$ cat config.mk
export PLATFORM = sky130hd
export DESIGN_NAME = multi_channel_reload_timer_bank_flat
export DESIGN_NICKNAME = d
export VERILOG_FILES = /design/src/mcrt_pkg.sv /design/src/mcrt_if.sv /design/src/mcrt_channel.sv /design/src/multi_channel_reload_timer_bank.sv /design/src/flat_wrapper.sv
export SDC_FILE = /design/constraint.sdc
export NUM_CORES = 1
export LEC_CHECK = 0
export BUFFER_PORTS_ARGS = -buffer_cell sky130_fd_sc_hd__buf_2
export CORE_ASPECT_RATIO = 1.4
export CORE_MARGIN = 2
export CORE_UTILIZATION = 67
export DETAILED_ROUTE_END_ITERATION = 8
export GPL_ROUTABILITY_DRIVEN = 0
export PLACE_DENSITY = 0.83
export SLEW_MARGIN = 20
export SYNTH_ARGS = -nofsm -noshare
export SYNTH_HDL_FRONTEND = slang
export SYNTH_SLANG_ARGS = --single-unit
export TNS_END_PERCENT = 1
$ cat constraint.sdc
create_clock -name clock -period 6 [get_ports clock]
set_input_delay 0.9 -clock clock [delete_from_list [all_inputs] [get_ports clock]]
set_output_delay 0.9 -clock clock [all_outputs]
set_load 0.1 [all_outputs]
$ cat src/mcrt_pkg.sv
// Shared types and constants of the reload timer bank.
package mcrt_pkg;

   localparam int CMD_W   = 2;
   localparam int CHAN_W  = 3;
   localparam int VALUE_W = 16;
   localparam int MASK_W  = 8;

   typedef enum logic [CMD_W-1:0] {
      CMD_TICK         = 2'd0,
      CMD_START        = 2'd1,
      CMD_SET_INTERVAL = 2'd2
   } cmd_type;

   typedef struct packed {
      logic tick;
      logic start;
      logic set_interval;
      logic run_flag;
      logic one_shot;
   } chan_ctrl_type;

endpackage

$ cat src/mcrt_if.sv
// Request and response channel interfaces of the reload timer bank.
interface mcrt_req_if;
   logic                             valid;
   logic                             ready;
   logic [mcrt_pkg::CMD_W-1:0]       cmd;
   logic [mcrt_pkg::CHAN_W-1:0]      channel;
   logic                             run_flag;
   logic                             one_shot;
   logic [mcrt_pkg::VALUE_W-1:0]     reload_value;

   modport source (output valid, cmd, channel, run_flag, one_shot, reload_value, input ready);
   modport sink   (input valid, cmd, channel, run_flag, one_shot, reload_value, output ready);
endinterface

interface mcrt_rsp_if;
   logic                             valid;
   logic                             ready;
   logic [mcrt_pkg::MASK_W-1:0]      fired_mask;
   logic [mcrt_pkg::MASK_W-1:0]      running_mask;

   modport source (output valid, fired_mask, running_mask, input ready);
   modport sink   (input valid, fired_mask, running_mask, output ready);
endinterface

$ cat src/mcrt_channel.sv
// One timer channel: interval, count, run and single-shot state.
module mcrt_channel #(
   parameter int COUNT_WIDTH = 16
) (
   input  logic                       clock,
   input  logic                       reset,
   input  mcrt_pkg::chan_ctrl_type    ctrl,
   input  logic [COUNT_WIDTH-1:0]     reload,
   output logic                       fired,
   output logic                       running_next
);

   logic [COUNT_WIDTH-1:0] count_ff, count_in;
   logic [COUNT_WIDTH-1:0] interval_ff, interval_in;
   logic                   running_ff, running_in;
   logic                   single_ff, single_in;
   logic                   at_zero;

   assign at_zero = (count_ff == '0);
   assign fired   = ctrl.tick && running_ff && at_zero;

   always_comb begin
      count_in    = count_ff;
      interval_in = interval_ff;
      running_in  = running_ff;
      single_in   = single_ff;
      if (ctrl.tick && running_ff) begin
         if (at_zero) begin
            count_in   = interval_ff;
            running_in = !single_ff;
         end else begin
            count_in = count_ff - COUNT_WIDTH'(1);
         end
      end else if (ctrl.start) begin
         count_in   = interval_ff;
         running_in = ctrl.run_flag;
         single_in  = ctrl.one_shot;
      end else if (ctrl.set_interval) begin
         interval_in = reload;
      end
   end

   assign running_next = running_in;

   always_ff @(posedge clock) begin
      if (reset) begin
         count_ff    <= '0;
         interval_ff <= '0;
         running_ff  <= 1'b0;
         single_ff   <= 1'b0;
      end else begin
         count_ff    <= count_in;
         interval_ff <= interval_in;
         running_ff  <= running_in;
         single_ff   <= single_in;
      end
   end

endmodule

$ cat src/multi_channel_reload_timer_bank.sv
// Top level of the reload timer bank: command register, channel array, result register.
//
//   channel | dir | beat
//   req_if  | in  | cmd, channel, run_flag, one_shot, reload_value
//   rsp_if  | out | fired_mask, running_mask
//
// One command beat per cycle unless the response stalls; the response is registered.
// All channels update together as the command moves from the command register
// into the result register. Synchronous reset stops every channel and clears counts
// and intervals. A stalled response holds the result register; one more beat waits
// in the command register before req_if.ready drops.
module multi_channel_reload_timer_bank #(
   parameter int NUM_CHANNELS = 8,
   parameter int COUNT_WIDTH  = 16
) (
   input  logic        clock,
   input  logic        reset,
   mcrt_req_if.sink    req_if,
   mcrt_rsp_if.source  rsp_if
);

   logic                              s1_valid_ff, s1_valid_in;
   mcrt_pkg::cmd_type                 s1_cmd_ff;
   logic [mcrt_pkg::CHAN_W-1:0]       s1_channel_ff;
   logic                              s1_run_ff;
   logic                              s1_one_ff;
   logic [mcrt_pkg::VALUE_W-1:0]      s1_reload_ff;

   logic                              rsp_valid_ff, rsp_valid_in;
   logic [mcrt_pkg::MASK_W-1:0]       fired_mask_ff, fired_mask_in;
   logic [mcrt_pkg::MASK_W-1:0]       running_mask_ff, running_mask_in;

   logic                              take;
   logic                              advance;
   logic [NUM_CHANNELS-1:0]           fired_vec;
   logic [NUM_CHANNELS-1:0]           running_vec;
   logic [COUNT_WIDTH-1:0]            reload_trim;

   assign advance      = s1_valid_ff && (!rsp_valid_ff || rsp_if.ready);
   assign req_if.ready = !s1_valid_ff || advance;
   assign take         = req_if.valid && req_if.ready;
   assign reload_trim  = COUNT_WIDTH'(s1_reload_ff);

   for (genvar c = 0; c < NUM_CHANNELS; c++) begin : g_chan
      mcrt_pkg::chan_ctrl_type ctrl;
      logic                    hit;

      assign hit = (int'(s1_channel_ff) == c);

      always_comb begin
         ctrl = '0;
         ctrl.run_flag = s1_run_ff;
         ctrl.one_shot = s1_one_ff;
         if (advance) begin
            case (s1_cmd_ff)
               mcrt_pkg::CMD_TICK:         ctrl.tick = 1'b1;
               mcrt_pkg::CMD_START:        ctrl.start = hit;
               mcrt_pkg::CMD_SET_INTERVAL: ctrl.set_interval = hit;
               default:                    ctrl.tick = 1'b0;
            endcase
         end
      end

      mcrt_channel #(
         .COUNT_WIDTH (COUNT_WIDTH)
      ) u_channel (
         .clock        (clock),
         .reset        (reset),
         .ctrl         (ctrl),
         .reload       (reload_trim),
         .fired        (fired_vec[c]),
         .running_next (running_vec[c])
      );
   end

   // channels beyond the mask width are not shown
   for (genvar b = 0; b < mcrt_pkg::MASK_W; b++) begin : g_mask
      if (b < NUM_CHANNELS) begin : g_on
         assign fired_mask_in[b]   = fired_vec[b];
         assign running_mask_in[b] = running_vec[b];
      end else begin : g_off
         assign fired_mask_in[b]   = 1'b0;
         assign running_mask_in[b] = 1'b0;
      end
   end

   always_comb begin
      s1_valid_in = s1_valid_ff;
      if (take) begin
         s1_valid_in = 1'b1;
      end else if (advance) begin
         s1_valid_in = 1'b0;
      end
      rsp_valid_in = rsp_valid_ff;
      if (advance) begin
         rsp_valid_in = 1'b1;
      end else if (rsp_if.ready) begin
         rsp_valid_in = 1'b0;
      end
   end

   always_ff @(posedge clock) begin
      if (reset) begin
         s1_valid_ff  <= 1'b0;
         rsp_valid_ff <= 1'b0;
      end else begin
         s1_valid_ff  <= s1_valid_in;
         rsp_valid_ff <= rsp_valid_in;
      end
   end

   always_ff @(posedge clock) begin
      if (take) begin
         s1_cmd_ff     <= mcrt_pkg::cmd_type'(req_if.cmd);
         s1_channel_ff <= req_if.channel;
         s1_run_ff     <= req_if.run_flag;
         s1_one_ff     <= req_if.one_shot;
         s1_reload_ff  <= req_if.reload_value;
      end
      if (advance) begin
         fired_mask_ff   <= fired_mask_in;
         running_mask_ff <= running_mask_in;
      end
   end

   assign rsp_if.valid        = rsp_valid_ff;
   assign rsp_if.fired_mask   = fired_mask_ff;
   assign rsp_if.running_mask = running_mask_ff;

endmodule

$ cat src/flat_wrapper.sv
// flat-port wrapper written by rule: the top's interface ports become plain ports
module multi_channel_reload_timer_bank_flat 
#(
   parameter int NUM_CHANNELS = 8,
   parameter int COUNT_WIDTH  = 16
)
  (clock, reset, req_if_valid, req_if_cmd, req_if_channel, req_if_run_flag, req_if_one_shot, req_if_reload_value, req_if_ready, rsp_if_valid, rsp_if_fired_mask, rsp_if_running_mask, rsp_if_ready);
  mcrt_req_if req_if_i ();
  mcrt_rsp_if rsp_if_i ();
  input  logic clock;
  input  logic reset;
  input wire logic [$bits(req_if_i.valid)-1:0] req_if_valid;
  input wire logic [$bits(req_if_i.cmd)-1:0] req_if_cmd;
  input wire logic [$bits(req_if_i.channel)-1:0] req_if_channel;
  input wire logic [$bits(req_if_i.run_flag)-1:0] req_if_run_flag;
  input wire logic [$bits(req_if_i.one_shot)-1:0] req_if_one_shot;
  input wire logic [$bits(req_if_i.reload_value)-1:0] req_if_reload_value;
  output wire logic [$bits(req_if_i.ready)-1:0] req_if_ready;
  output wire logic [$bits(rsp_if_i.valid)-1:0] rsp_if_valid;
  output wire logic [$bits(rsp_if_i.fired_mask)-1:0] rsp_if_fired_mask;
  output wire logic [$bits(rsp_if_i.running_mask)-1:0] rsp_if_running_mask;
  input wire logic [$bits(rsp_if_i.ready)-1:0] rsp_if_ready;
  assign req_if_i.valid = req_if_valid;
  assign req_if_i.cmd = req_if_cmd;
  assign req_if_i.channel = req_if_channel;
  assign req_if_i.run_flag = req_if_run_flag;
  assign req_if_i.one_shot = req_if_one_shot;
  assign req_if_i.reload_value = req_if_reload_value;
  assign req_if_ready = req_if_i.ready;
  assign rsp_if_valid = rsp_if_i.valid;
  assign rsp_if_fired_mask = rsp_if_i.fired_mask;
  assign rsp_if_running_mask = rsp_if_i.running_mask;
  assign rsp_if_i.ready = rsp_if_ready;
  multi_channel_reload_timer_bank #(.NUM_CHANNELS(NUM_CHANNELS), .COUNT_WIDTH(COUNT_WIDTH)) u_core (.clock(clock), .reset(reset), .req_if(req_if_i), .rsp_if(rsp_if_i));
endmodule
==> summary.txt <==
Status
  – Run status: complete, no violations

Floorplanning
  – Die H: 183 um
  – Die X: 132 um
  – Row count: 65
  – Total die area: 24200 um2
  – Placeable Area: 22500 um2
  – # IOs: 45
  – Starting Density: 68.2%

Power
  – Clk pwr share: 44.0%
  – Leak pwr: 5.55 nW
  – Comb pwr share: 3.8%
  – Net switching power: 0.990 mW
  – Worst vdd ir: 0.000230 V
  – Int Pwr: 3.21 mW
  – Sw frac: 23.5%
  – Final Total Pwr: 4.20 mW
  – P per Cell Area: 257 nW/um2
  – Reg power frac: 52.2%

Worst setup path
  – FF-to-FF setup slack: 2.36 ns
  – Critical Path RT: 6.44 ns
  – Slowest stage delay, CP: 0.91 ns
  – Critical Path Start Type: flip-flop
  – Worst Reg-to-Reg Cells: 5
  – CP Capture Type: flip-flop
  – Peak fanout along the critical path: 18
  – Slowest cell on crit path: nor2_2
  – Crit path cell chain: nor2b_1 -> nand4_1 -> nor2_2 -> mux2i_1 -> a2111oi_1
  – Worst flop-to-flop path startpoint: u_core.s1_valid_ff
  – R2r endpoint: u_core.g_chan[2].u_channel.count_ff[15]
  – WS Path Type: flip-flop to flip-flop
  – CP arrival: 4.08 ns

STA
  – Final setup viols: 0
  – RSZ-0062 raised after global routing: no
  – Setup TNS: 0 ns
  – Clk_skew: 0.0155 ns
  – Slew Viols, Final: 0
  – Period Utilization, post-route: 60.6%
  – Worst-Margin Slew: 1.11 ns
  – Minimum clock period after layout: 3.64 ns
  – Slew headroom: 25.5%
  – Fmax: 275 MHz
  – Final hold vios: 0

Routing
  – DRC viols: 0
  – Routed Antenna Nets: 0
  – Drt pass-1 iters: 8
  – Drt total wl: 42300 um
  – Initial DRC count: 1490
  – Via/cell ratio: 6.79
  – Via count: 14.5k
  – Routed WL per cell: 19.8 um

Yosys
  – Post-synth top area cell: dfxtp_1
  – Post-synthesis sequential area ratio: 43.3%
  – Count leader, synth: nand2_1
  – Syn_nets: 1919
  – Synth cell types: 86
  – Yosys reg bits: 313
  – Synth Flop Type: dfxtp_1
  – Syn Inst Count: 1876
  – Mapped Area: 15400 um2
  – Ys Warns: 0
  – Synth top area cells: dfxtp_1, nand2_1, edfxtp_1
  – Synth top area share: 35.7%
  – Commonest cells post-synth: nand2_1, dfxtp_1, a21oi_1
  – FFs w/ async S/R, synth: 0%
  – Avg Synthesized Cell Area: 8.19 um2
  – Number of synthesized flops with an enable pin: 39

Layout
  – Fillers: 1796
  – Synth-to-Final Area Change: 6.41%
  – Design Area, Final: 16300 um2
  – Register area: 6660 um2
  – Fraction of final layout cells sized beyond drive strength 1: 8.67%
  – Area of the multi-input gates: 7950 um2
  – Total Nets Final: 1854
  – N_diodes: 0

Flow run
  – Max-cap violation count: 0

Clock tree
  – CTS root buf: clkbuf_16
  – CTS Buf Count: 29
  – Clk pin slew, worst setup/hold paths: 0.07 ns
  – Worst-Skew Late Latency: 0.56 ns
  – CTS hold repair buffers: 0
  – Clock Sinks: 313
  – Postcts setup bufs: 0
  – CTS tree: done
  – H-tree depth: 1
  – CTS max path bufs: 3
  – PostCTS Resize Cnt: 0

Worst hold path
  – Worst Hold Path EP: u_core.g_chan[6].u_channel.interval_ff[4]
  – Hold Path Stages: 2
  – HP Class: flip-flop to flip-flop
  – HP Start: u_core.g_chan[6].u_channel.interval_ff[4]

Global routing
  – Global-route wire length before repair: 67400 um
  – Initial antenna violation count: 0
  – Grt ovf: 0
  – Total Routing Usage GR: 34.0%
  – Pin count of the biggest net entering global routing: 100
  – Vias in the first global route: 13.1k

Placed design
  – Placed cell area: 15400 um2
  – I/O Buffers: 44
  – DP HPWL: 26800 um
-- per-layer routing --
layer / vias up / global-route usage [%] / routed length [um]
li1: 6775 / - / -
met1: 6865 / 44.3 / 16500
met2: 712 / 56.9 / 20000
met3: 147 / 3.73 / 3820
met4: 0 / 16.0 / 1970
met5: - / 0 / 0
-- worst max-delay path: cells and delay by family, from the launching register on --
family	cells	cell delay (ns)
compound gates	1	0.38
flops	1	0.65
mux	1	0.18
simple gates	3	2.30
-- how the worst max path moves through the flow --
stage                        startpoint  slack [ns]                                 endpoint  cells past startpoint
floorplan           u_core.rsp_if.valid        2.85                    u_core.reload_trim[0]                      5
global placement           rsp_if_ready        2.13  u_core.g_chan[7].u_channel.count_ff[12]                      6
detailed placement         rsp_if_ready        2.11  u_core.g_chan[7].u_channel.count_ff[12]                      6
CTS                  u_core.s1_valid_ff        2.24  u_core.g_chan[7].u_channel.count_ff[12]                      5
global route         u_core.s1_valid_ff        2.07  u_core.g_chan[2].u_channel.count_ff[15]                      5
finish               u_core.s1_valid_ff        2.36  u_core.g_chan[2].u_channel.count_ff[15]                      5
-- cell families (layout without fill, tap and decap cells) --
group | after synthesis | count (layout) | share of synthesized area (%)
buf+inv | 186 | 143 | 5.01
compound gates | 485 | 485 | 20.2
xor+xnor | 8 | 8 | 0.456
mux | 23 | 23 | 1.52
fa+ha+maj | 16 | 16 | 1.30
simple gates | 845 | 845 | 28.1
flops | 313 | 313 | 43.3
-- per-stage QoR --
stage	hold slack [ns]	cells	setup slack, ns	util [%]
after floorplan	0.431	1876	2.85	-
after global placement	0.438	2081	2.13	68.3
after detailed placement	0.443	2081	2.11	68.3
after CTS	0.451	2134	2.24	72.5
after global routing	0.464	2134	2.07	72.5
final	0.452	2134	2.36	72.5
-- flip-flops by register name (all words and copies together), names as in the netlist --
signal and count:
u_core.g_chan.u_channel.running_ff 8, u_core.s1_valid_ff 1, u_core.g_chan.u_channel.single_ff 8, u_core.reload_trim 16
u_core.g_chan.u_channel.interval_ff 128, u_core.rsp_if.running_mask 8, u_core.s1_one_ff 1, u_core.s1_channel_ff 3
u_core.s1_cmd_ff 2, u_core.rsp_if.fired_mask 8, u_core.s1_run_ff 1, u_core.g_chan.u_channel.count_ff 128
u_core.rsp_if.valid 1
-- layout make-up --
class,count,area share (%)
Multi-Input combinational cell,1377,48.6
Sequential cell,313,40.7
Clock buffer,40,5.01
Timing Repair Buffer,50,1.66
Inverter,40,0.919
Tap cell,301,2.30
Clock inverter,13,0.743
-- placed cells by master (no fill, tap or decap), drive strengths merged, types with 10 or more instances in the layout --
cell type / netlist / routed
and2: 12 / 12
buf: 48 / 50
nor4: 63 / 63
a2111oi: 13 / 13
edfxtp: 39 / 39
nand2: 348 / 348
a211oi: 18 / 18
or4: 29 / 29
or2: 11 / 11
nor4b: 10 / 10
nor3: 89 / 89
nor2: 103 / 103
clkbuf: 98 / 40
o211ai: 11 / 11
a31oi: 38 / 38
and4: 13 / 13
nand4: 30 / 30
and3: 10 / 10
a21oi: 211 / 211
ha: 16 / 16
nand3: 51 / 51
o21ai: 58 / 58
mux2i: 21 / 21
dfxtp: 274 / 274
nand2b: 13 / 13
inv: 40 / 42
a22oi: 18 / 18
o32ai: 13 / 13
a221oi: 12 / 12
or3: 25 / 25
-- power groups by stage --
stage	sequential (mW)	combinational (mW)	clock, mW
floorplan	2.23	0.102	0
global placement	2.24	0.153	0
detailed placement	2.24	0.155	0
CTS	2.19	0.156	1.86
global route	2.19	0.169	1.94
finish	2.19	0.159	1.85
No activity file was read; power rests on OpenSTA's default activity.
